## src/hdl/dte_pkg.sv

```systemverilog
// ----------------------------------------------------------------------------
// dte_pkg
// Shared constants, status codes and controller/datapath interface types
// for the dictionary token expander.
// ----------------------------------------------------------------------------
package dte_pkg;

  localparam int DICT_BYTES    = 4096;
  localparam int MAX_TOKEN_LEN = 64;
  localparam int TABLE_ENTRIES = 256;

  localparam int DICT_AW = $clog2(DICT_BYTES);
  localparam int PTR_W   = DICT_AW + 1;
  localparam int LEN_W   = $clog2(MAX_TOKEN_LEN + 1);
  localparam int TAB_AW  = $clog2(TABLE_ENTRIES);
  localparam int TAB_W   = DICT_AW + LEN_W;

  localparam logic [7:0] MAX_COUNT = 8'd254;
  localparam logic [7:0] ESCAPE    = 8'hFF;
  localparam logic [3:0] COUNT_POS = 4'd11;

  localparam logic [2:0] ST_OK        = 3'd0;
  localparam logic [2:0] ST_BAD_MAGIC = 3'd1;
  localparam logic [2:0] ST_TOO_MANY  = 3'd2;
  localparam logic [2:0] ST_TRUNC     = 3'd3;
  localparam logic [2:0] ST_OVERFLOW  = 3'd4;

  function automatic logic [7:0] magic_byte(input logic [1:0] idx);
    logic [7:0] r;
    case (idx)
      2'd0:    r = 8'h48;
      2'd1:    r = 8'h42;
      2'd2:    r = 8'h44;
      default: r = 8'h31;
    endcase
    return r;
  endfunction

  typedef struct packed {
    logic accept;
    logic load_lit;
    logic tab_cap;
    logic load_tok;
    logic load_empty;
  } dte_cmd_t;

  typedef struct packed {
    logic out_free;
    logic esc_hit;
    logic emit;
    logic tab_zero;
    logic tok_end;
    logic ex_last;
  } dte_stat_t;

endpackage

```

## src/hdl/dte_ctrl.sv

```systemverilog
// ----------------------------------------------------------------------------
// dte_ctrl
// Controller: input handshake and sequencing of token expansion.
// ----------------------------------------------------------------------------
module dte_ctrl (
  input  logic                clk,
  input  logic                rst,
  input  logic                in_valid,
  input  logic                last_byte,
  input  dte_pkg::dte_stat_t  stat,
  output logic                in_ready,
  output dte_pkg::dte_cmd_t   cmd
);

  localparam logic [1:0] S_IN  = 2'd0;
  localparam logic [1:0] S_TAB = 2'd1;
  localparam logic [1:0] S_WR  = 2'd2;
  localparam logic [1:0] S_FIN = 2'd3;

  logic [1:0] state;
  logic [1:0] state_next;

  always_comb begin
    cmd        = '0;
    state_next = state;
    in_ready   = (state == S_IN) && stat.out_free;
    case (state)
      S_IN: begin
        if (in_valid && in_ready) begin
          cmd.accept = 1'b1;
          if (stat.esc_hit) begin
            state_next = S_TAB;
          end else if (stat.emit || last_byte) begin
            cmd.load_lit = 1'b1;
          end
        end
      end
      S_TAB: begin
        cmd.tab_cap = 1'b1;
        if (!stat.tab_zero) begin
          state_next = S_WR;
        end else if (stat.ex_last) begin
          state_next = S_FIN;
        end else begin
          state_next = S_IN;
        end
      end
      S_WR: begin
        if (stat.out_free) begin
          cmd.load_tok = 1'b1;
          if (stat.tok_end) begin
            state_next = S_IN;
          end
        end
      end
      S_FIN: begin
        if (stat.out_free) begin
          cmd.load_empty = 1'b1;
          state_next     = S_IN;
        end
      end
      default: begin
        state_next = S_IN;
      end
    endcase
  end

  always_ff @(posedge clk) begin
    if (rst) begin
      state <= S_IN;
    end else begin
      state <= state_next;
    end
  end

endmodule

```

## config.mk

```make
export PLATFORM = sky130hd
export DESIGN_NAME = dte_ctrl
export DESIGN_NICKNAME = d
export VERILOG_FILES = /design/src/hdl/dte_pkg.sv /design/src/hdl/dte_ctrl.sv
export SDC_FILE = /design/constraint.sdc
export NUM_CORES = 1
export LEC_CHECK = 0
export ABC_AREA = 1
export BUFFER_PORTS_ARGS = -buffer_cell sky130_fd_sc_hd__clkbuf_2
export CORE_AREA = 4 4 41 43
export DETAILED_ROUTE_END_ITERATION = 8
export DIE_AREA = 0 0 45 47
export PLACE_DENSITY_LB_ADDON = 0.12
export REMOVE_ABC_BUFFERS = 1
export SLEW_MARGIN = 25
export SYNTH_ARGS = -nofsm -noshare
export SYNTH_HDL_FRONTEND = slang
export SYNTH_SLANG_ARGS = --single-unit
```

## constraint.sdc

```tcl
create_clock -name clk -period 2.1 [get_ports clk]
set_clock_uncertainty 0.2 [all_clocks]
set_input_delay 0.42 -clock clk [delete_from_list [all_inputs] [get_ports clk]]
set_output_delay 0.42 -clock clk [all_outputs]
set_load 0.005 [all_outputs]
```

# Word level (Yosys, flattened, before mapping)
# Index checks and enable logic that the tools add are counted.
# totals
ff_bits,2
input_bits,10
out_inout_bits,6
wordCells,30
# classes
n_eq_ne,8
mux,16
n_reduce_logical,5
# op_table
cell,count
2-to-1 mux 2 bit,9
"!= test 2 bit, second input constant",4
one-hot mux 2 bit (4 select lines),1
2-to-1 mux 1 bit,6
AND reduction 5 bit,1
"equality test 2 bit, second input constant",2
"equality test 2 x 1 -> 1 bit, second input constant",1
logical AND 1 bit,2
logical NOT 2 bit,1
"!= test 2 x 1 -> 1 bit, second input constant",1
logical OR 1 bit,1

# Depth between registers and ports, before layout
# depth
ltp_word,5
depth_mapped,6
mapped_depth_nobuf,6

# Worst setup path after synthesis
# No wires, ideal clock.
# synth_path
kind,reg-to-output
start,reg state[1]
end,out cmd[3] in the netlist's numbering
t_arrival_ps,849
required_time_ps,1480
setup_slack_ps,631
stages_incl_launch_ff,6
path_buffers,0
cell_sequence,dfxtp_1 nor2_1 inv_1 nor2_1 nand2_1 nor2_1
# synth_rtl
element,line_no,rtl
"start, declared",dte_ctrl.sv:20,logic [1:0] state;
"start signal, assigned",dte_ctrl.sv:72,state <= state_next;
"end, declared",dte_ctrl.sv:12,output dte_pkg::dte_cmd_t cmd

==> flow_summary_export.csv <==
group,metric,value,unit
detailed_routing,vias,272,
logic_synthesis,synth_commonest_cells,"10 x inv_1, 8 x nand2_1, 7 x nor2_1",
logic_synthesis,synth_top_area_share,21.3,%
setup_path,required,1.48,ns
clock_tree,clk_latency,0.22,ns
detailed_routing,postRouteAntennaNets,0,
pwr,p_sw,82.5,µW
logic_synthesis,yosysTopAreaCell,"dfxtp_1",
setup_path,critPathArrivalTime,1.20,ns
die,chipWidth,45,µm
final_layout,area_growth,62.0,%
outcome,status,"complete, no violations",
pwr,ir_drop,0.000249,V
logic_synthesis,synth_ff_type,"dfxtp_1",
logic_synthesis,seq_area_frac_synth,21.3,%
clock_tree,tritoncts,"built",
setup_path,path_max_fanout,6,
setup_path,cp_common_cell,"nor2_1",
die,ios,16,
pwr,seqPwrFrac,25.3,%
final_layout,final_util,23.4,%
clock_tree,clock-root-buffer,"clkbuf_4",
pwr,intPower,148,µW
die,row_count,13,
logic_synthesis,synth_area,188,µm²
global_route,grt_pass1_wl,883,µm
global_route,grtUsageTotal,6.15,%
final_layout,top_regs,"state x2",
timing,relSlewSlack,84.9,%
timing,tns,0,ns
setup_path,worstSetupPathType,"reg2out",
detailed_routing,viasPerCell,3.89,
pwr,p_sw_share,35.8,%
place,hpwl,485,µm
die,coreArea,1300,µm²
flow_run,cap_viol_max_count,0,
die,fp.dieArea,2120,µm²
detailed_routing,wl_per_cell,8.11,µm
setup_path,cp_cell_sequence,"nor2_1 -> inv_1 -> nor2_1 -> nand2_1 -> nor2_1 -> clkbuf_2",
logic_synthesis,synth.distinct_cells,10,
timing,period_minus_slack,1.82,ns
timing,rsz0062_at_grt,"false",
final_layout,fin_nets,67,
global_route,grt_max_degree,7,
place,gp_congestion,0.758,
pwr,p_per_area,757,nW/µm²
logic_synthesis,ys_ff_latch,2,
pwr,comb_power_share,38.8,%
pwr,power.leakage,0.191,nW
min_path,hp-class,"in2reg",
logic_synthesis,synthTopCellsByArea,"dfxtp_1 21%, inv_1 20%, nand2_1 16%, nor2_1 14%, o21ai_0 11%",
global_route,antenna_found_initial,0,
final_layout,largest_reg_flops,2,
logic_synthesis,synthArstFlopShare,0,%
clock_tree,clock_path_buffers,2,
clock_tree,cts_made_buffers,3,
setup_path,worstSetupStartpointType,"flip-flop",
clock_tree,h-tree-depth,1,
timing,hold_viol_final,0,
timing,setup_viol,0,
logic_synthesis,yosysWarnings,0,
timing,drv_slew,0,
logic_synthesis,synth_edf_count,0,
setup_path,crit_buf_inv,2,
logic_synthesis,avgSynthCellArea,5.07,µm²
clock_tree,post_cts_buffers,0,
detailed_routing,dr.pass1.iters,4,
timing,fmax,550,MHz
final_layout,drive_gt1_share,32.7,%
final_layout,diodes,0,
final_layout,top_register,"state",
clock_tree,cts.sinks,2,
clock_tree,clk_pin_slew,0.03,ns
setup_path,crit_path_max_incr_delay,0.34,ns
global_route,grt_pass1_vias,235,
detailed_routing,drt_iter0_markers,5,
logic_synthesis,synth_most_common_cell,"inv_1",
setup_path,path_delay_family,"simple AND/OR/NAND/NOR gates",
place,io_buffers,15,
logic_synthesis,syn_inst,37,
die,initial_core_util,14.4,%
clock_tree,hold_buffers,0,
die,die_y,47,µm
detailed_routing,drc,0,
pwr,pwr-share-clk,35.9,%
setup_path,critPathCaptureType,"output port",
timing,fin_crit_sh,86.6,%
clock_tree,cts-resized-gates,0,
global_route,grt_overflow,0,
setup_path,crit_slowest_cell,"dfxtp_1",
timing,worst_slew_pin_slew,0.225,ns
detailed_routing,wl,568,µm
==> cell usage in the layout (no fill, tap or decap) <==
master and instances:
clkbuf_2 15, nand3b_1 1, clkbuf_4 3, nand3_1 1, nand2_1 8, o21ai_0 4, dfxtp_1 2, nand4_1 1
nor2_1 7, nor3_1 2, inv_1 10, a21oi_1 1
==> logic make-up after synthesis <==
family	after synthesis	synth area share, %
AOI/OAI and AO/OA	5	13.3
buffers and inverters	10	20.0
DFF	2	21.3
and+or+nand+nor	20	45.3
==> metrics by stage <==
| step | hold WS, ns | power, mW | cells | setup WS [ns] | area [µm²] |
|---|---|---|---|---|---|
| after floorplan | 0.289 | 0.113 | 37 | 0.631 | 188 |
| after global placement | 0.358 | 0.152 | 67 | 0.468 | 282 |
| after detailed placement | 0.346 | 0.150 | 67 | 0.463 | 282 |
| after CTS | 0.164 | 0.238 | 70 | 0.260 | 304 |
| after global routing | 0.193 | 0.257 | 70 | 0.123 | 304 |
| final | 0.169 | 0.230 | 70 | 0.281 | 304 |
==> power groups by stage <==
| stage | combinational, mW | sequential, mW | clock [mW] |
|---|---|---|---|
| floorplan | 0.0578 | 0.0556 | 0 |
| detailed placement | 0.0907 | 0.0595 | 0 |
| finish | 0.0892 | 0.0583 | 0.0826 |
| CTS | 0.0911 | 0.0589 | 0.0883 |
| global route | 0.103 | 0.0603 | 0.0932 |
| global placement | 0.0920 | 0.0603 | 0 |
==> metal layers <==
metal  global-route usage [%]  up-vias  wire [µm]
met5                        0        -          0
met3                     5.75        0        106
li1                         -      149          -
met4                     1.75        0          0
met2                     7.91       17        208
met1                     7.24      106        253
==> path summary, 6_finish.rpt <==
check        startpoint  slack, ns  depth (start not counted)        to
max reg2reg    state[1]       0.88                          6  state[0]
min reg2reg    state[1]       0.35                          2  state[1]
min                 rst       0.17                          2  state[1]
max            state[1]       0.28                          6    cmd[3]
==> cell type report <==
class | count | area, µm²
Fill cell | 163 | 997
Multi-Input combinational cell | 25 | 110
Timing Repair Buffer | 15 | 75.1
Sequential cell | 2 | 40.0
Inverter | 10 | 37.5
Clock buffer | 3 | 22.5
Tap cell | 15 | 18.8
Power figures use the tool's default switching activity.
